==> src/sv/cdo_pkg.sv <==
// Shared widths, codes, handshake structs and calendar helpers for the date-time offset block.
`timescale 1ns / 1ps
`default_nettype none
package cdo_pkg;

	// Field widths
	localparam int FRACTION_BITS = 32;
	localparam int YEAR_BITS     = 12;
	localparam int YEAR_W        = YEAR_BITS;
	localparam int MONTH_W       = 4;
	localparam int DAY_W         = 5;
	localparam int HOUR_W        = 5;
	localparam int MIN_W         = 6;
	localparam int SEC_W         = 6;
	localparam int FRAC_W        = FRACTION_BITS;
	localparam int OFS_W         = 31;
	localparam int OP_W          = 2;
	localparam int STATUS_W      = 2;

	// Configuration port
	localparam int CFG_IDX_W  = 2;
	localparam int CFG_DATA_W = 12;
	localparam logic [CFG_IDX_W-1:0] REG_MIN_YEAR  = 2'd0;
	localparam logic [CFG_IDX_W-1:0] REG_MIN_MONTH = 2'd1;
	localparam logic [CFG_IDX_W-1:0] REG_MIN_DAY   = 2'd2;

	// Operation codes
	localparam logic [OP_W-1:0] OP_SET = 2'd0;
	localparam logic [OP_W-1:0] OP_ADD = 2'd1;
	localparam logic [OP_W-1:0] OP_SUB = 2'd2;

	// Status codes
	localparam logic [STATUS_W-1:0] ST_OK    = 2'd0;
	localparam logic [STATUS_W-1:0] ST_EARLY = 2'd1;
	localparam logic [STATUS_W-1:0] ST_RANGE = 2'd2;

	// Reset values
	localparam logic [YEAR_W-1:0]  YEAR_RST  = YEAR_W'(1980);
	localparam logic [MONTH_W-1:0] MONTH_RST = MONTH_W'(1);
	localparam logic [DAY_W-1:0]   DAY_RST   = DAY_W'(6);

	// Calendar constants
	localparam logic [YEAR_W-1:0]  YEAR_MAX     = '1;
	localparam logic [MONTH_W-1:0] MONTH_FIRST  = MONTH_W'(1);
	localparam logic [MONTH_W-1:0] MONTH_LAST   = MONTH_W'(12);
	localparam logic [MONTH_W-1:0] MONTH_FEB    = MONTH_W'(2);
	localparam logic [MONTH_W-1:0] MONTH_APR    = MONTH_W'(4);
	localparam logic [MONTH_W-1:0] MONTH_JUN    = MONTH_W'(6);
	localparam logic [MONTH_W-1:0] MONTH_SEP    = MONTH_W'(9);
	localparam logic [MONTH_W-1:0] MONTH_NOV    = MONTH_W'(11);
	localparam logic [DAY_W-1:0]   DAY_FIRST    = DAY_W'(1);
	localparam logic [HOUR_W-1:0]  HOUR_LAST    = HOUR_W'(23);
	localparam logic [MIN_W-1:0]   MINUTE_LAST  = MIN_W'(59);
	localparam logic [SEC_W-1:0]   SECOND_LAST  = SEC_W'(60);

	// Divider and work widths
	localparam int DIV_W   = 32;
	localparam int REM_W   = 6;
	localparam int WIDE_W  = DIV_W + 2;
	localparam int DAYW_W  = 18;
	localparam logic [REM_W:0] DIV_MINUTE = (REM_W+1)'(60);
	localparam logic [REM_W:0] DIV_HOUR   = (REM_W+1)'(24);

	// Reciprocals of 60 and 24: exact quotients for any 32-bit dividend
	localparam logic [DIV_W-1:0] RECIP_60 = 32'h8888_8889;
	localparam int               SHIFT_60 = 37;
	localparam logic [DIV_W-1:0] RECIP_24 = 32'hAAAA_AAAB;
	localparam int               SHIFT_24 = 36;

	// Carry units in order
	localparam int UNIT_W = 2;
	localparam logic [UNIT_W-1:0] UNIT_SEC  = 2'd0;
	localparam logic [UNIT_W-1:0] UNIT_MIN  = 2'd1;
	localparam logic [UNIT_W-1:0] UNIT_HOUR = 2'd2;

	// Reciprocal of 25 for the century test: exact for quotients of up to 16-bit years
	localparam int RECIP_W     = 16;
	localparam int RECIP_SHIFT = 20;
	localparam logic [RECIP_W-1:0] RECIP_25 = RECIP_W'(41944);
	localparam int QY_W = YEAR_W - 2;

	typedef struct packed {
		logic [OP_W-1:0]    operation;
		logic [YEAR_W-1:0]  set_year;
		logic [MONTH_W-1:0] set_month;
		logic [DAY_W-1:0]   set_day;
		logic [HOUR_W-1:0]  set_hour;
		logic [MIN_W-1:0]   set_minute;
		logic [SEC_W-1:0]   set_second;
		logic [FRAC_W-1:0]  set_fraction;
		logic [OFS_W-1:0]   offset_seconds;
		logic [FRAC_W-1:0]  offset_fraction;
	} cdo_item_t;

	typedef struct packed {
		logic [YEAR_W-1:0]   year_out;
		logic [MONTH_W-1:0]  month_out;
		logic [DAY_W-1:0]    day_out;
		logic [HOUR_W-1:0]   hour_out;
		logic [MIN_W-1:0]    minute_out;
		logic [SEC_W-1:0]    second_out;
		logic [FRAC_W-1:0]   fraction_out;
		logic [STATUS_W-1:0] status;
	} cdo_result_t;

	typedef struct packed {
		logic              capture;
		logic              set_load;
		logic              start;
		logic              load;
		logic              div_step;
		logic              fix;
		logic              day_load;
		logic              month_step;
		logic              commit;
		logic              out_load;
		logic [UNIT_W-1:0] unit;
	} cdo_cmd_t;

	typedef struct packed {
		logic [OP_W-1:0] op;
		logic            month_done;
		logic            month_err;
	} cdo_stat_t;

	// Gregorian leap test; the century terms come from one multiply by 1/25
	function automatic logic is_leap(input logic [YEAR_W-1:0] y);
		logic [QY_W-1:0]           x4;
		logic [QY_W+RECIP_W-1:0]   prod;
		logic [QY_W-1:0]           q;
		logic [QY_W+4:0]           q25;
		logic [QY_W-1:0]           r;
		x4   = y[YEAR_W-1:2];
		prod = {{RECIP_W{1'b0}}, x4} * {{QY_W{1'b0}}, RECIP_25};
		q    = QY_W'(prod >> RECIP_SHIFT);
		q25  = {5'b0, q} * (QY_W+5)'(25);
		r    = x4 - q25[QY_W-1:0];
		return (y[1:0] == 2'b00) && ((r != '0) || (q[1:0] == 2'b00));
	endfunction

	function automatic logic [DAY_W-1:0] month_days(input logic [MONTH_W-1:0] m,
			input logic leap);
		logic [DAY_W-1:0] n;
		n = DAY_W'(31);
		if (m == MONTH_FEB) begin
			n = leap ? DAY_W'(29) : DAY_W'(28);
		end else if (m == MONTH_APR || m == MONTH_JUN || m == MONTH_SEP || m == MONTH_NOV) begin
			n = DAY_W'(30);
		end
		return n;
	endfunction

endpackage
`default_nettype wire

==> src/sv/cdo_ctrl.sv <==
// Controller: sequences set, carry-chain division, month stepping and result hand-off.
`timescale 1ns / 1ps
`default_nettype none
module cdo_ctrl import cdo_pkg::*; (
	input  logic      clk,
	input  logic      arst_n,
	input  logic      in_valid,
	output logic      in_ready,
	output logic      out_valid,
	input  logic      out_ready,
	input  cdo_stat_t stat,
	output cdo_cmd_t  cmd
);

	typedef enum logic [3:0] {
		S_IDLE,
		S_DECODE,
		S_START,
		S_LOAD,
		S_DIV,
		S_FIX,
		S_DAY,
		S_MONTH,
		S_COMMIT,
		S_DONE
	} state_t;

	state_t            state_q;
	logic [UNIT_W-1:0] unit_q;
	logic              out_valid_q;
	logic              out_free;

	assign out_free  = !out_valid_q || out_ready;
	assign in_ready  = (state_q == S_IDLE);
	assign out_valid = out_valid_q;

	// Decode commands from the state
	always_comb begin
		cmd            = '0;
		cmd.unit       = unit_q;
		cmd.capture    = (state_q == S_IDLE) && in_valid;
		cmd.set_load   = (state_q == S_DECODE) && (stat.op == OP_SET);
		cmd.start      = (state_q == S_START);
		cmd.load       = (state_q == S_LOAD);
		cmd.div_step   = (state_q == S_DIV);
		cmd.fix        = (state_q == S_FIX);
		cmd.day_load   = (state_q == S_DAY);
		cmd.month_step = (state_q == S_MONTH);
		cmd.commit     = (state_q == S_COMMIT);
		cmd.out_load   = (state_q == S_DONE) && out_free;
	end

	// State, unit and result valid
	always_ff @(posedge clk or negedge arst_n) begin
		if (!arst_n) begin
			state_q     <= S_IDLE;
			unit_q      <= UNIT_SEC;
			out_valid_q <= 1'b0;
		end else begin
			// Raise valid with a new result, drop it once the beat is taken
			if ((state_q == S_DONE) && out_free) begin
				out_valid_q <= 1'b1;
			end else if (out_ready) begin
				out_valid_q <= 1'b0;
			end
			unique case (state_q)
				S_IDLE: begin
					if (in_valid) begin
						state_q <= S_DECODE;
					end
				end
				S_DECODE: begin
					if (stat.op == OP_ADD || stat.op == OP_SUB) begin
						state_q <= S_START;
					end else begin
						state_q <= S_DONE;
					end
				end
				S_START: begin
					unit_q  <= UNIT_SEC;
					state_q <= S_LOAD;
				end
				S_LOAD: begin
					state_q <= S_DIV;
				end
				S_DIV: begin
					state_q <= S_FIX;
				end
				S_FIX: begin
					if (unit_q == UNIT_HOUR) begin
						state_q <= S_DAY;
					end else begin
						unit_q  <= unit_q + UNIT_W'(1);
						state_q <= S_LOAD;
					end
				end
				S_DAY: begin
					state_q <= S_MONTH;
				end
				S_MONTH: begin
					// Abandon on year overflow or underflow, finish once the day fits its month
					if (stat.month_err) begin
						state_q <= S_DONE;
					end else if (stat.month_done) begin
						state_q <= S_COMMIT;
					end
				end
				S_COMMIT: begin
					state_q <= S_DONE;
				end
				S_DONE: begin
					if (out_free) begin
						state_q <= S_IDLE;
					end
				end
				default: begin
					state_q <= S_IDLE;
				end
			endcase
		end
	end

endmodule
`default_nettype wire

==> config.mk <==
export PLATFORM = sky130hd
export DESIGN_NAME = cdo_ctrl
export DESIGN_NICKNAME = d
export VERILOG_FILES = /design/src/sv/cdo_pkg.sv /design/src/sv/cdo_ctrl.sv
export SDC_FILE = /design/constraint.sdc
export NUM_CORES = 1
export LEC_CHECK = 0
export BUFFER_PORTS_ARGS = -buffer_cell sky130_fd_sc_hd__buf_2
export CAP_MARGIN = 20
export CELL_PAD_IN_SITES_DETAIL_PLACEMENT = 1
export CELL_PAD_IN_SITES_GLOBAL_PLACEMENT = 1
export CORE_MARGIN = 1.5
export CORE_UTILIZATION = 35
export CTS_BUF_LIST = sky130_fd_sc_hd__clkbuf_16
export DETAILED_ROUTE_END_ITERATION = 8
export PLACE_DENSITY_LB_ADDON = 0.12
export SETUP_SLACK_MARGIN = 0.5
export SLEW_MARGIN = 20
export SYNTH_ARGS = -nofsm -noshare
export SYNTH_HDL_FRONTEND = slang
export SYNTH_SLANG_ARGS = --single-unit
export TNS_END_PERCENT = 30
==> constraint.sdc <==
create_clock -name clk -period 2.1 [get_ports clk]
set_input_delay 0.21 -clock clk [delete_from_list [all_inputs] [get_ports clk]]
set_output_delay 0.21 -clock clk [all_outputs]
set_load 0.1 [all_outputs]
==> out/metrics.cfg <==
[timing]
finalCriticalPeriod_ps=1710
maxSlewHeadroom_pct=67.8
fin_crit_sh_pct=81.3
report.final.slew_viol_count=0
hold_viol_final=0
grt_setup_unrepaired=true
max_freq_mhz=586
worst_pin_slew_ps=486
clock_skew_ps=1.83
setup_ws_ps=394
finalSetupViolations=0

[synth]
ys_warn_count=0
seq_area_frac_synth_pct=31.3
avgSynthCellArea_um2=8.12
synthesis.area_um2=561
syn_inst=69
synth_nets=79
ys_seq_elements=7
synth.distinct_cells=30

[placed_design]
place_area_um2=711
gp_congestion=0.675
pre_cts_ws_ps=275
dp_hpwl_mm=1.08
portBuffers=21

[clocking]
clkTransAtPathRegs_ps=40
cts_made_buffers=3
cts_buffer_depth=2
insertion_delay_ps=230
cts_tree=done
clock-root-buffer=clkbuf_16
htreeDepth=1
cts.sinks=7

[global_route]
grt_pass1_vias=684
grt-ovfl-total=0
grt_max_degree=12
grt_pass1_wl_mm=3.33
grt_use_total_pct=25.0
grt_antenna_before_repair=0

[critical_path]
critical_path.endpoint_type=output pin
path_cells=buf_4 > nor4_4 > and2_4 > buf_12
slowest_stage=dfrtp_2
critPathKind=reg2out
crit_fanout=11
slowest_delay_ps=510
crit_buf_inv=2
cp_top_family=flip-flops
crit_required_ps=1890
critPathArrivalTime_ps=1500
cp-start-kind=flop

[final_layout]
layout.nets=118
drive_gt1_share_pct=56.1
seqCellArea_um2=185
antenna_cells=0
layout.cell_area.non_filler_um2=1050
multi_input_area_um2=422
area_growth_pct=87.5
fillers=169

[detailed_routing]
wirelength_mm=2.41
drtAntennaViolNets=0
num_vias=676
drt_iter0_markers=12
drcViolationCount=0
route.detailed.wl_per_inst_um=19.6
via_per_inst=5.50
drt-pass1-iter-count=4

[floorplanning]
io_pins=22
core-area_um2=1510
die_h_um=43.0
die_w_um=43.0
num_rows=14
initial_core_util_pct=37.2
die_area_um2=1850

[run_status]
status=completed

[run]
drv_cap=0

[worst_hold_path]
hp-class=in2reg

-- worst min-delay path: cells and delay by family --
kind	cells	cell delay (ps)
buffers and inverters	1	70
and+or+nand+nor	2	230
-- cell type report --
class	instances	area share [%]
multi-input combinational	52	40.1
clock buffer	3	7.14
clock inverter	1	0.357
timing repair buffer	39	31.1
tap	16	1.90
sequential	7	17.6
inverter	5	1.79
-- through the flow --
stage / instances / setup TNS (ps) / util [%] / hold slack (ps)
after CTS: 120 / 0 / 67.3 / 320
final: 123 / 0 / 69.8 / 327
after detailed placement: 101 / 0 / 47.2 / 48.3
after global placement: 101 / 0 / 47.2 / 47.8
after global routing: 123 / 0 / 69.8 / 333
after floorplan: 69 / -382 / - / -85.6
-- layout by cell type (no fill, tap or decap), types with 2 or more instances in the layout --
cell type,synthesis,routed
a21oi_1,3,3
buf_12,0,3
buf_2,4,10
buf_4,0,20
buf_6,1,3
clkbuf_16,0,3
dfrtp_1,7,3
dfrtp_2,0,2
dfrtp_4,0,2
ha_1,2,2
inv_1,5,6
nand2_1,4,4
nand2b_1,4,3
nand2b_4,1,2
nor2_1,8,8
nor3_2,0,4
o21ai_0,6,6
-- what timing repair did --
item	in CTS	in global routing
hold buffers	1	0
pin swaps	1	1
endpoints found under the hold margin	7	0
gates cloned	0	0
gates resized for setup	28	6
endpoints found under the setup margin	14	13
buffers inserted	14	3
-- synth_stat cells --
library cell	instances	area share, %
nor3_1	5	4.5
nor2_1	8	5.4
o21a_1	1	1.3
mux2i_1	1	1.8
nor2b_1	2	2.2
nand4bb_1	1	2.0
nand2_4	1	2.0
o21ai_0	6	5.4
inv_1	5	3.3
or4_4	1	2.0
nand2b_4	1	2.5
a211oi_1	1	1.3
mux2_1	1	2.0
ha_1	2	4.5
o22a_1	1	1.6
o211ai_1	1	1.3
nand2b_1	4	4.5
o22ai_1	1	1.1
o41ai_1	1	1.6
buf_6	1	2.0
and2_1	1	1.1
a21boi_0	1	1.3
or2_2	1	1.1
nor4_1	1	1.1
nand2_1	4	2.7
buf_2	4	3.6
dfrtp_1	7	31
a21oi_1	3	2.7
or2b_1	1	1.3
nor4b_1	1	1.6
-- final timing paths --
kind | from | to | slack, ps | depth (start not counted)
worst max register to register | state_q[2] | state_q[0] | 400 | 5
worst min register to register | unit_q[1] | unit_q[1] | 540 | 2
worst min-delay path | out_ready | out_valid | 330 | 3
max in group asynchronous | arst_n | state_q[3] | 1540 | 2
worst max-delay path | state_q[1] | cmd[11] | 390 | 4
min in group asynchronous | arst_n | state_q[2] | 380 | 2
-- sequential cells by signal (all words and copies together) (netlist names) --
register / cells
out_valid: 1
state_q: 4
unit_q: 2
-- metal layers --
layer	part of all wire, %	global-route usage, %
met2	52	43.6
met4	1.5	9.09
met5	0	0
met3	4.8	3.83
met1	41	30.9
-- cell families (layout without fill, tap and decap cells) --
logic type / after synthesis / count (layout) / synth area share [%]
flip-flops: 7 / 7 / 31.3
multiplexers: 2 / 2 / 3.79
AND/OR/NAND/NOR: 32 / 32 / 33.9
buffers and inverters: 10 / 48 / 8.93
adder cells (fa/ha/maj): 2 / 2 / 4.46
AO/OA/AOI/OAI: 16 / 16 / 17.6
Power is not shown: default switching activity piles up to over one toggle a cycle in this logic, so the estimate is an artifact.
