--- config.mk ---
export PLATFORM = sky130hd
export DESIGN_NAME = cdo_dpath
export DESIGN_NICKNAME = d
export VERILOG_FILES = /design/src/sv/cdo_pkg.sv /design/src/sv/cdo_dpath.sv
export SDC_FILE = /design/constraint.sdc
export NUM_CORES = 2
export LEC_CHECK = 0
export BUFFER_PORTS_ARGS = -buffer_cell sky130_fd_sc_hd__buf_2
export CAP_MARGIN = 20
export CELL_PAD_IN_SITES_DETAIL_PLACEMENT = 1
export CELL_PAD_IN_SITES_GLOBAL_PLACEMENT = 2
export CORE_MARGIN = 1.5
export CORE_UTILIZATION = 40
export DETAILED_ROUTE_END_ITERATION = 7
export MAX_ROUTING_LAYER = met4
export PLACE_DENSITY_LB_ADDON = 0.25
export SYNTH_ARGS = -nofsm -noshare
export SYNTH_HDL_FRONTEND = slang
export SYNTH_SLANG_ARGS = --single-unit
--- constraint.sdc ---
create_clock -name clk -period 20.4 [get_ports clk]
set_clock_uncertainty 0.05 [all_clocks]
set_input_delay 4.08 -clock clk [delete_from_list [all_inputs] [get_ports clk]]
set_output_delay 4.08 -clock clk [all_outputs]
set_load 0.01 [all_outputs]
--- src/sv/cdo_pkg.sv ---
// Shared widths, codes, handshake structs and calendar helpers for the date-time offset block.
`timescale 1ns / 1ps
`default_nettype none
package cdo_pkg;

	// Field widths
	localparam int FRACTION_BITS = 32;
	localparam int YEAR_BITS     = 12;
	localparam int YEAR_W        = YEAR_BITS;
	localparam int MONTH_W       = 4;
	localparam int DAY_W         = 5;
	localparam int HOUR_W        = 5;
	localparam int MIN_W         = 6;
	localparam int SEC_W         = 6;
	localparam int FRAC_W        = FRACTION_BITS;
	localparam int OFS_W         = 31;
	localparam int OP_W          = 2;
	localparam int STATUS_W      = 2;

	// Configuration port
	localparam int CFG_IDX_W  = 2;
	localparam int CFG_DATA_W = 12;
	localparam logic [CFG_IDX_W-1:0] REG_MIN_YEAR  = 2'd0;
	localparam logic [CFG_IDX_W-1:0] REG_MIN_MONTH = 2'd1;
	localparam logic [CFG_IDX_W-1:0] REG_MIN_DAY   = 2'd2;

	// Operation codes
	localparam logic [OP_W-1:0] OP_SET = 2'd0;
	localparam logic [OP_W-1:0] OP_ADD = 2'd1;
	localparam logic [OP_W-1:0] OP_SUB = 2'd2;

	// Status codes
	localparam logic [STATUS_W-1:0] ST_OK    = 2'd0;
	localparam logic [STATUS_W-1:0] ST_EARLY = 2'd1;
	localparam logic [STATUS_W-1:0] ST_RANGE = 2'd2;

	// Reset values
	localparam logic [YEAR_W-1:0]  YEAR_RST  = YEAR_W'(1980);
	localparam logic [MONTH_W-1:0] MONTH_RST = MONTH_W'(1);
	localparam logic [DAY_W-1:0]   DAY_RST   = DAY_W'(6);

	// Calendar constants
	localparam logic [YEAR_W-1:0]  YEAR_MAX     = '1;
	localparam logic [MONTH_W-1:0] MONTH_FIRST  = MONTH_W'(1);
	localparam logic [MONTH_W-1:0] MONTH_LAST   = MONTH_W'(12);
	localparam logic [MONTH_W-1:0] MONTH_FEB    = MONTH_W'(2);
	localparam logic [MONTH_W-1:0] MONTH_APR    = MONTH_W'(4);
	localparam logic [MONTH_W-1:0] MONTH_JUN    = MONTH_W'(6);
	localparam logic [MONTH_W-1:0] MONTH_SEP    = MONTH_W'(9);
	localparam logic [MONTH_W-1:0] MONTH_NOV    = MONTH_W'(11);
	localparam logic [DAY_W-1:0]   DAY_FIRST    = DAY_W'(1);
	localparam logic [HOUR_W-1:0]  HOUR_LAST    = HOUR_W'(23);
	localparam logic [MIN_W-1:0]   MINUTE_LAST  = MIN_W'(59);
	localparam logic [SEC_W-1:0]   SECOND_LAST  = SEC_W'(60);

	// Divider and work widths
	localparam int DIV_W   = 32;
	localparam int REM_W   = 6;
	localparam int WIDE_W  = DIV_W + 2;
	localparam int DAYW_W  = 18;
	localparam logic [REM_W:0] DIV_MINUTE = (REM_W+1)'(60);
	localparam logic [REM_W:0] DIV_HOUR   = (REM_W+1)'(24);

	// Reciprocals of 60 and 24: exact quotients for any 32-bit dividend
	localparam logic [DIV_W-1:0] RECIP_60 = 32'h8888_8889;
	localparam int               SHIFT_60 = 37;
	localparam logic [DIV_W-1:0] RECIP_24 = 32'hAAAA_AAAB;
	localparam int               SHIFT_24 = 36;

	// Carry units in order
	localparam int UNIT_W = 2;
	localparam logic [UNIT_W-1:0] UNIT_SEC  = 2'd0;
	localparam logic [UNIT_W-1:0] UNIT_MIN  = 2'd1;
	localparam logic [UNIT_W-1:0] UNIT_HOUR = 2'd2;

	// Reciprocal of 25 for the century test: exact for quotients of up to 16-bit years
	localparam int RECIP_W     = 16;
	localparam int RECIP_SHIFT = 20;
	localparam logic [RECIP_W-1:0] RECIP_25 = RECIP_W'(41944);
	localparam int QY_W = YEAR_W - 2;

	typedef struct packed {
		logic [OP_W-1:0]    operation;
		logic [YEAR_W-1:0]  set_year;
		logic [MONTH_W-1:0] set_month;
		logic [DAY_W-1:0]   set_day;
		logic [HOUR_W-1:0]  set_hour;
		logic [MIN_W-1:0]   set_minute;
		logic [SEC_W-1:0]   set_second;
		logic [FRAC_W-1:0]  set_fraction;
		logic [OFS_W-1:0]   offset_seconds;
		logic [FRAC_W-1:0]  offset_fraction;
	} cdo_item_t;

	typedef struct packed {
		logic [YEAR_W-1:0]   year_out;
		logic [MONTH_W-1:0]  month_out;
		logic [DAY_W-1:0]    day_out;
		logic [HOUR_W-1:0]   hour_out;
		logic [MIN_W-1:0]    minute_out;
		logic [SEC_W-1:0]    second_out;
		logic [FRAC_W-1:0]   fraction_out;
		logic [STATUS_W-1:0] status;
	} cdo_result_t;

	typedef struct packed {
		logic              capture;
		logic              set_load;
		logic              start;
		logic              load;
		logic              div_step;
		logic              fix;
		logic              day_load;
		logic              month_step;
		logic              commit;
		logic              out_load;
		logic [UNIT_W-1:0] unit;
	} cdo_cmd_t;

	typedef struct packed {
		logic [OP_W-1:0] op;
		logic            month_done;
		logic            month_err;
	} cdo_stat_t;

	// Gregorian leap test; the century terms come from one multiply by 1/25
	function automatic logic is_leap(input logic [YEAR_W-1:0] y);
		logic [QY_W-1:0]           x4;
		logic [QY_W+RECIP_W-1:0]   prod;
		logic [QY_W-1:0]           q;
		logic [QY_W+4:0]           q25;
		logic [QY_W-1:0]           r;
		x4   = y[YEAR_W-1:2];
		prod = {{RECIP_W{1'b0}}, x4} * {{QY_W{1'b0}}, RECIP_25};
		q    = QY_W'(prod >> RECIP_SHIFT);
		q25  = {5'b0, q} * (QY_W+5)'(25);
		r    = x4 - q25[QY_W-1:0];
		return (y[1:0] == 2'b00) && ((r != '0) || (q[1:0] == 2'b00));
	endfunction

	function automatic logic [DAY_W-1:0] month_days(input logic [MONTH_W-1:0] m,
			input logic leap);
		logic [DAY_W-1:0] n;
		n = DAY_W'(31);
		if (m == MONTH_FEB) begin
			n = leap ? DAY_W'(29) : DAY_W'(28);
		end else if (m == MONTH_APR || m == MONTH_JUN || m == MONTH_SEP || m == MONTH_NOV) begin
			n = DAY_W'(30);
		end
		return n;
	endfunction

endpackage
`default_nettype wire

--- src/sv/cdo_dpath.sv ---
// Datapath: time registers, offset carry chain, shared divider and month stepper.
`timescale 1ns / 1ps
`default_nettype none
module cdo_dpath import cdo_pkg::*; (
	input  logic                  clk,
	input  logic                  arst_n,
	input  cdo_cmd_t              cmd,
	output cdo_stat_t             stat,
	input  cdo_item_t             item,
	output cdo_result_t           result,
	input  logic                  cfg_we,
	input  logic [CFG_IDX_W-1:0]  cfg_index,
	input  logic [CFG_DATA_W-1:0] cfg_data
);

	// Configuration
	logic [YEAR_W-1:0]  min_year_q;
	logic [MONTH_W-1:0] min_month_q;
	logic [DAY_W-1:0]   min_day_q;

	// Held beat and current time
	cdo_item_t          item_q;
	logic [YEAR_W-1:0]  cur_year_q;
	logic [MONTH_W-1:0] cur_month_q;
	logic [DAY_W-1:0]   cur_day_q;
	logic [HOUR_W-1:0]  cur_hour_q;
	logic [MIN_W-1:0]   cur_minute_q;
	logic [SEC_W-1:0]   cur_second_q;
	logic [FRAC_W-1:0]  cur_frac_q;
	logic [STATUS_W-1:0] status_q;
	cdo_result_t        result_q;

	// Work registers
	logic [FRAC_W-1:0]        wf_q;
	logic [DIV_W-1:0]         c_q;
	logic [DIV_W-1:0]         dvd_q;
	logic [DIV_W-1:0]         quo_q;
	logic                     neg_q;
	logic [SEC_W-1:0]         raw_q;
	logic [SEC_W-1:0]         ws_q;
	logic [MIN_W-1:0]         wmi_q;
	logic [HOUR_W-1:0]        wh_q;
	logic signed [DAYW_W-1:0] wd_q;
	logic [MONTH_W-1:0]       wmo_q;
	logic [YEAR_W-1:0]        wy_q;

	logic                     is_sub;
	logic [MONTH_W-1:0]       set_mo;
	logic [DAY_W-1:0]         set_d;
	logic [HOUR_W-1:0]        set_h;
	logic [MIN_W-1:0]         set_mi;
	logic [SEC_W-1:0]         set_s;
	logic                     early;
	logic [FRAC_W:0]          frac_sum;
	logic                     frac_borrow;
	logic [SEC_W-1:0]         base;
	logic signed [WIDE_W-1:0] base_w;
	logic signed [WIDE_W-1:0] c_w;
	logic signed [WIDE_W-1:0] v;
	logic                     v_neg;
	logic [WIDE_W-1:0]        mag;
	logic [REM_W:0]           dvs;
	logic                     hour_unit;
	logic [DIV_W-1:0]         recip;
	logic [2*DIV_W-1:0]       prod;
	logic [DIV_W-1:0]         quo_next;
	logic [2*REM_W:0]         rem_prod;
	logic [REM_W-1:0]         rem;
	logic [REM_W:0]           comp;
	logic [SEC_W-1:0]         field;
	logic [DIV_W-1:0]         carry_next;
	logic signed [DAYW_W-1:0] day_base;
	logic signed [DAYW_W-1:0] day_c;
	logic [MONTH_W-1:0]       lk_month;
	logic [YEAR_W-1:0]        lk_year;
	logic [DAY_W-1:0]         md;
	logic signed [DAYW_W-1:0] md_w;
	logic                     more;
	logic                     m_err;

	assign is_sub = (item_q.operation == OP_SUB);

	// Clamp the set fields and test against the minimum date
	always_comb begin
		set_mo = item_q.set_month;
		if (item_q.set_month < MONTH_FIRST) begin
			set_mo = MONTH_FIRST;
		end else if (item_q.set_month > MONTH_LAST) begin
			set_mo = MONTH_LAST;
		end
		set_d  = (item_q.set_day < DAY_FIRST) ? DAY_FIRST : item_q.set_day;
		set_h  = (item_q.set_hour > HOUR_LAST) ? HOUR_LAST : item_q.set_hour;
		set_mi = (item_q.set_minute > MINUTE_LAST) ? MINUTE_LAST : item_q.set_minute;
		set_s  = (item_q.set_second > SECOND_LAST) ? SECOND_LAST : item_q.set_second;
		early  = (item_q.set_year < min_year_q) ||
			((item_q.set_year == min_year_q) &&
			((set_mo < min_month_q) || ((set_mo == min_month_q) && (set_d < min_day_q))));
	end

	// Fraction sum and borrow
	assign frac_sum    = {1'b0, cur_frac_q} + {1'b0, item_q.offset_fraction};
	assign frac_borrow = (cur_frac_q < item_q.offset_fraction);

	// Pick the field of the current unit and fold in the pending carry or borrow
	always_comb begin
		unique case (cmd.unit)
			UNIT_SEC: begin
				base      = cur_second_q;
				dvs       = DIV_MINUTE;
				hour_unit = 1'b0;
			end
			UNIT_MIN: begin
				base      = cur_minute_q;
				dvs       = DIV_MINUTE;
				hour_unit = 1'b0;
			end
			default: begin
				base      = {{(SEC_W-HOUR_W){1'b0}}, cur_hour_q};
				dvs       = DIV_HOUR;
				hour_unit = 1'b1;
			end
		endcase
		base_w = $signed({{(WIDE_W-SEC_W){1'b0}}, base});
		c_w    = $signed({{(WIDE_W-DIV_W){1'b0}}, c_q});
		v      = is_sub ? (base_w - c_w) : (base_w + c_w);
		v_neg  = is_sub && v[WIDE_W-1];
		mag    = v_neg ? WIDE_W'(-v) : WIDE_W'(v);
	end

	// Quotient by reciprocal multiplication; remainder from the low bits only
	always_comb begin
		recip    = hour_unit ? RECIP_24 : RECIP_60;
		prod     = {{DIV_W{1'b0}}, dvd_q} * {{DIV_W{1'b0}}, recip};
		quo_next = hour_unit ? DIV_W'(prod >> SHIFT_24) : DIV_W'(prod >> SHIFT_60);
		rem_prod = {{(REM_W+1){1'b0}}, quo_q[REM_W-1:0]} * {{REM_W{1'b0}}, dvs};
		rem      = dvd_q[REM_W-1:0] - rem_prod[REM_W-1:0];
	end

	// Turn quotient and remainder into the field and the next carry or borrow
	always_comb begin
		comp = dvs - {1'b0, rem};
		if (!is_sub) begin
			field      = rem;
			carry_next = quo_q;
		end else if (!neg_q) begin
			field      = raw_q;
			carry_next = '0;
		end else begin
			field      = (rem == '0) ? '0 : comp[SEC_W-1:0];
			carry_next = quo_q + {{(DIV_W-1){1'b0}}, (rem != '0)};
		end
	end

	assign day_base = $signed({{(DAYW_W-DAY_W){1'b0}}, cur_day_q});
	assign day_c    = $signed({1'b0, c_q[DAYW_W-2:0]});

	// Month step: length of this month going forward, of the previous one going back
	always_comb begin
		lk_month = wmo_q;
		lk_year  = wy_q;
		if (is_sub) begin
			if (wmo_q == MONTH_FIRST) begin
				lk_month = MONTH_LAST;
				lk_year  = wy_q - YEAR_W'(1);
			end else begin
				lk_month = wmo_q - MONTH_W'(1);
			end
		end
		md   = month_days(lk_month, is_leap(lk_year));
		md_w = $signed({{(DAYW_W-DAY_W){1'b0}}, md});
		if (is_sub) begin
			more  = (wd_q < $signed(DAYW_W'(1)));
			m_err = more && (wmo_q == MONTH_FIRST) && (wy_q == '0);
		end else begin
			more  = (wd_q > md_w);
			m_err = more && (wmo_q == MONTH_LAST) && (wy_q == YEAR_MAX);
		end
	end

	assign stat.op         = item_q.operation;
	assign stat.month_done = !more;
	assign stat.month_err  = m_err;

	// Configuration registers
	always_ff @(posedge clk or negedge arst_n) begin
		if (!arst_n) begin
			min_year_q  <= YEAR_RST;
			min_month_q <= MONTH_RST;
			min_day_q   <= DAY_RST;
		end else if (cfg_we) begin
			unique case (cfg_index)
				REG_MIN_YEAR:  min_year_q  <= cfg_data[YEAR_W-1:0];
				REG_MIN_MONTH: min_month_q <= cfg_data[MONTH_W-1:0];
				REG_MIN_DAY:   min_day_q   <= cfg_data[DAY_W-1:0];
				default: ;
			endcase
		end
	end

	// Current time and status
	always_ff @(posedge clk or negedge arst_n) begin
		if (!arst_n) begin
			cur_year_q   <= YEAR_RST;
			cur_month_q  <= MONTH_RST;
			cur_day_q    <= DAY_RST;
			cur_hour_q   <= '0;
			cur_minute_q <= '0;
			cur_second_q <= '0;
			cur_frac_q   <= '0;
			status_q     <= ST_OK;
		end else begin
			if (cmd.capture) begin
				status_q <= ST_OK;
			end
			if (cmd.set_load) begin
				if (early) begin
					status_q <= ST_EARLY;
				end else begin
					cur_year_q   <= item_q.set_year;
					cur_month_q  <= set_mo;
					cur_day_q    <= set_d;
					cur_hour_q   <= set_h;
					cur_minute_q <= set_mi;
					cur_second_q <= set_s;
					cur_frac_q   <= item_q.set_fraction;
				end
			end
			if (cmd.month_step && m_err) begin
				status_q <= ST_RANGE;
			end
			if (cmd.commit) begin
				cur_year_q   <= wy_q;
				cur_month_q  <= wmo_q;
				cur_day_q    <= wd_q[DAY_W-1:0];
				cur_hour_q   <= wh_q;
				cur_minute_q <= wmi_q;
				cur_second_q <= ws_q;
				cur_frac_q   <= wf_q;
			end
		end
	end

	// Held beat, work registers and result register
	always_ff @(posedge clk) begin
		if (cmd.capture) begin
			item_q <= item;
		end
		if (cmd.start) begin
			if (is_sub) begin
				wf_q <= cur_frac_q - item_q.offset_fraction;
				c_q  <= {1'b0, item_q.offset_seconds} + {{(DIV_W-1){1'b0}}, frac_borrow};
			end else begin
				wf_q <= frac_sum[FRAC_W-1:0];
				c_q  <= {1'b0, item_q.offset_seconds} + {{(DIV_W-1){1'b0}}, frac_sum[FRAC_W]};
			end
		end
		if (cmd.load) begin
			dvd_q <= mag[DIV_W-1:0];
			neg_q <= v_neg;
			raw_q <= v[SEC_W-1:0];
		end
		if (cmd.div_step) begin
			quo_q <= quo_next;
		end
		if (cmd.fix) begin
			c_q <= carry_next;
			unique case (cmd.unit)
				UNIT_SEC: ws_q  <= field;
				UNIT_MIN: wmi_q <= field[MIN_W-1:0];
				default:  wh_q  <= field[HOUR_W-1:0];
			endcase
		end
		if (cmd.day_load) begin
			wd_q  <= is_sub ? (day_base - day_c) : (day_base + day_c);
			wmo_q <= cur_month_q;
			wy_q  <= cur_year_q;
		end
		if (cmd.month_step && more && !m_err) begin
			if (is_sub) begin
				wd_q  <= wd_q + md_w;
				wmo_q <= lk_month;
				wy_q  <= lk_year;
			end else begin
				wd_q <= wd_q - md_w;
				if (wmo_q == MONTH_LAST) begin
					wmo_q <= MONTH_FIRST;
					wy_q  <= wy_q + YEAR_W'(1);
				end else begin
					wmo_q <= wmo_q + MONTH_W'(1);
				end
			end
		end
		if (cmd.out_load) begin
			result_q.year_out     <= cur_year_q;
			result_q.month_out    <= cur_month_q;
			result_q.day_out      <= cur_day_q;
			result_q.hour_out     <= cur_hour_q;
			result_q.minute_out   <= cur_minute_q;
			result_q.second_out   <= cur_second_q;
			result_q.fraction_out <= cur_frac_q;
			result_q.status       <= status_q;
		end
	end

	assign result = result_q;

endmodule
`default_nettype wire

==> impl_results.md <==
- Status: completed
- Nature of the critical path endpoint: primary output
- Final setup violating endpoints: 0
- Setup WS post-layout: 2.43 ns
- EDFF count, synth: 376
- Overflow left after global routing: 0
- Mapped cell area: 47,800 um2
- Post-synth net total: 5,908
- Core area: 118,000 um2
- Post-CTS sizing: 0
- Avg Cell Area, Syn: 10.3 um2
- Area share of the largest cell type after synthesis: 23.6%
- Initial core utilization: 40.4%
- Gr usage total: 24.8%
- WL final: 144 mm
- Die extent in x: 349 um
- Slowest cell delay on critical path: 0.81 ns
- Arrival time worst endpoint: 13.84 ns
- Slew Viols, Final: 0
- Req. time, crit path: 16.27 ns
- Number of max-cap violations: 0
- Clk buf depth: 3
- Tcrit/Tclk final: 88.1%
- Starting DRT DRC Count: 1,804
- # rows: 126
- Post-CTS Hold Buffers: 0
- Drt pass-1 iters: 5
- WL/cell: 22.5 um
- Register area share after synthesis: 29.0%
- Share of cells above drive strength 1: 8.91%
- Max Freq: 0.0556 GHz
- Clock transition at path regs: 0.06 ns
- GPL Wtd Cong: 0.959
- CP most frequent cell: ha_1
- Antenna Nets Post-Route: 0
- Root Driver: clkbuf_16
- RSZ-0062 raised after global routing: false
- Global-route wire length before repair: 226 mm
- WHS Path Cells: 2
- Fin crit period: 17.97 ns
- Hold Startpoint: wh_q[3]$_DFFE_PP_
- Reg-to-reg startpoint: wmo_q[0]$_DFFE_PP_
- Total CTS buffers: 51
- Unique masters post-synth: 94
- Worst Hold Class: flip-flop to flip-flop
- CP Class: flip-flop to primary output
- Postcts setup bufs: 0
- # clock sinks: 481
- Die Ht: 349 um
- DR vias: 34,200
- Synth area leader: edfxtp_1
- Slew @ Worst Pin: 1.08 ns
- Vias per std cell: 5.35
- DRC viols: 0
- DP HPWL: 120 mm
- R2R setup slack: 5.84 ns
- CTS tree: built
- Reg2reg path depth: 49
- Port buffer count: 239
- Top_reg_cell synth: edfxtp_1
- Vias in the first global route: 37,100
- Critical path's slowest cell: o31ai_1
- Largest net degree at the start of global routing: 123
- Post-Place Worst Slack: 3.02 ns
- CP max FO: 14
- Worst reg2reg path endpoint: wd_q[9]$_DFFE_PP_
- Synth area leaders: edfxtp_1, fa_1, ha_1, inv_1, dfrtp_1
- Area Overhead vs Synth: 9.50%
- Final Hold Viols: 0
- Antenna violations before repair: 7
- Number of synthesized register bits: 481
- Slew HR: 27.6%
- Clk_lat worst skew: 0.61 ns
- Hold-critical path endpoint: cur_hour_q[3]$_DFFE_PN0P_
- Post-synth ARST share: 19.3%
- YS warnings: 0
- # fillers: 13,100
- Fin Setup TNS: 0 ns
- Io pins: 240
- Mapped Cells: 4,662
- Layout Nets: 6,066
- Startpoint Class: flip-flop
- Die area: 122,000 um2
- H-tree depth: 2
==> through the flow <==
stage | utilization, % | cell area (um2) | std cells | hold WS, ns
floorplan | - | 47800 | 4662 | 0.375
global placement | 42.7 | 50500 | 6302 | 0.388
detailed placement | 42.7 | 50500 | 6302 | 0.393
CTS | 44.3 | 52400 | 6397 | 0.397
global route | 44.3 | 52400 | 6400 | 0.435
finish | 44.3 | 52400 | 6401 | 0.397
==> worst max-delay path: cells and delay by family (launching register included) <==
family | cells | cell delay (ns)
adders and majority gates | 14 | 5.16
and+or+nand+nor | 13 | 3.21
AOI/OAI and AO/OA | 11 | 2.78
xor gates and xnor gates | 3 | 0.86
DFF | 1 | 0.62
buffers and inverters | 6 | 0.61
==> cell usage after synthesis, types with 71 or more instances <==
cell type  instances
a21oi_1          226
o21ai_0          219
mux2i_1           85
ha_1             619
inv_1            795
xor2_1            89
nand2_1          278
nor2_1           229
clkbuf_1         122
dfrtp_1           71
xnor2_1          155
edfxtp_1         376
fa_1             463
==> area by class of cell <==
type	count	area, um2	area share [%]
Antenna cell	3	7.51	0.0143
Clock inverter	23	353	0.674
Clock buffer	72	1460	2.78
Timing Repair Buffer	266	1420	2.72
Multi-Input combinational cell	3223	30300	57.9
Tap cell	1536	1920	3.67
Inverter	797	2990	5.71
Sequential cell	481	13900	26.5
==> sequential cells by signal, indices dropped and copies added (netlist names), 4 cells and up <==
signal and flops:
result 72, ws_q 6, cur_day_q 5, cur_frac_q 32
dvd_q 32, min_day_q 5, wh_q 5, cur_second_q 6
wmi_q 6, min_month_q 4, wd_q 18, wy_q 12
wf_q 32, cur_month_q 4, c_q 32, min_year_q 12
raw_q 5, wmo_q 4, item_q 133, cur_year_q 12
cur_hour_q 5, quo_q 28, cur_minute_q 6
==> worst max path at each step <==
stage / from / end / depth (start not counted) / slack [ns]
3_5_place_dp: wmo_q[0]$_DFFE_PP_ / stat[0] / 47 / 3.02
2_1_floorplan: wmo_q[1]$_DFFE_PP_ / stat[0] / 50 / 4.86
6_report: wmo_q[0]$_DFFE_PP_ / stat[0] / 47 / 2.43
5_1_grt: wmo_q[0]$_DFFE_PP_ / stat[0] / 47 / 1.36
3_3_place_gp: wmo_q[0]$_DFFE_PP_ / stat[0] / 47 / 3.36
4_1_cts: wmo_q[0]$_DFFE_PP_ / stat[0] / 47 / 2.32
==> logic make-up after synthesis <==
family / after synthesis / share of synthesized area, %
AOI/OAI and AO/OA: 861 / 11.4
xor gates and xnor gates: 245 / 4.50
adders and majority gates: 1082 / 35.6
buffers and inverters: 958 / 7.60
DFF: 481 / 29.0
muxes: 106 / 2.27
and+or+nand+nor: 929 / 9.59
==> routing by layer <==
| metal | global-route usage, % | routed length, um |
|---|---|---|
| met1 | 34.5 | 68700 |
| met4 | 3.94 | 2170 |
| met5 | - | 0 |
| met2 | 40.1 | 68700 |
| met3 | 2.21 | 4710 |
==> cells in the final DEF (no fill, tap or decap), types with 19 or more instances in the layout <==
cell type	instances
and3_1	43
a21oi_1	226
o22ai_1	47
clkbuf_16	52
nand2b_1	30
nor2_1	229
a21o_1	70
o211ai_1	28
mux2i_1	85
o21bai_1	19
nand4_1	38
nor4_1	25
nand2_1	278
edfxtp_1	376
nand3_1	69
a31oi_1	32
fa_1	463
buf_2	235
o21a_1	28
xnor2_1	155
ha_1	619
xor2_1	89
nor3_1	62
and2_1	19
buf_4	28
inv_1	795
mux2_2	21
o31ai_1	27
dfstp_2	22
dfrtp_1	71
o21ai_0	219
nor2b_1	34
Power is left out: the tool's default activity adds up to more than one toggle a clock period on the data nets, which glitch-free logic cannot reach.
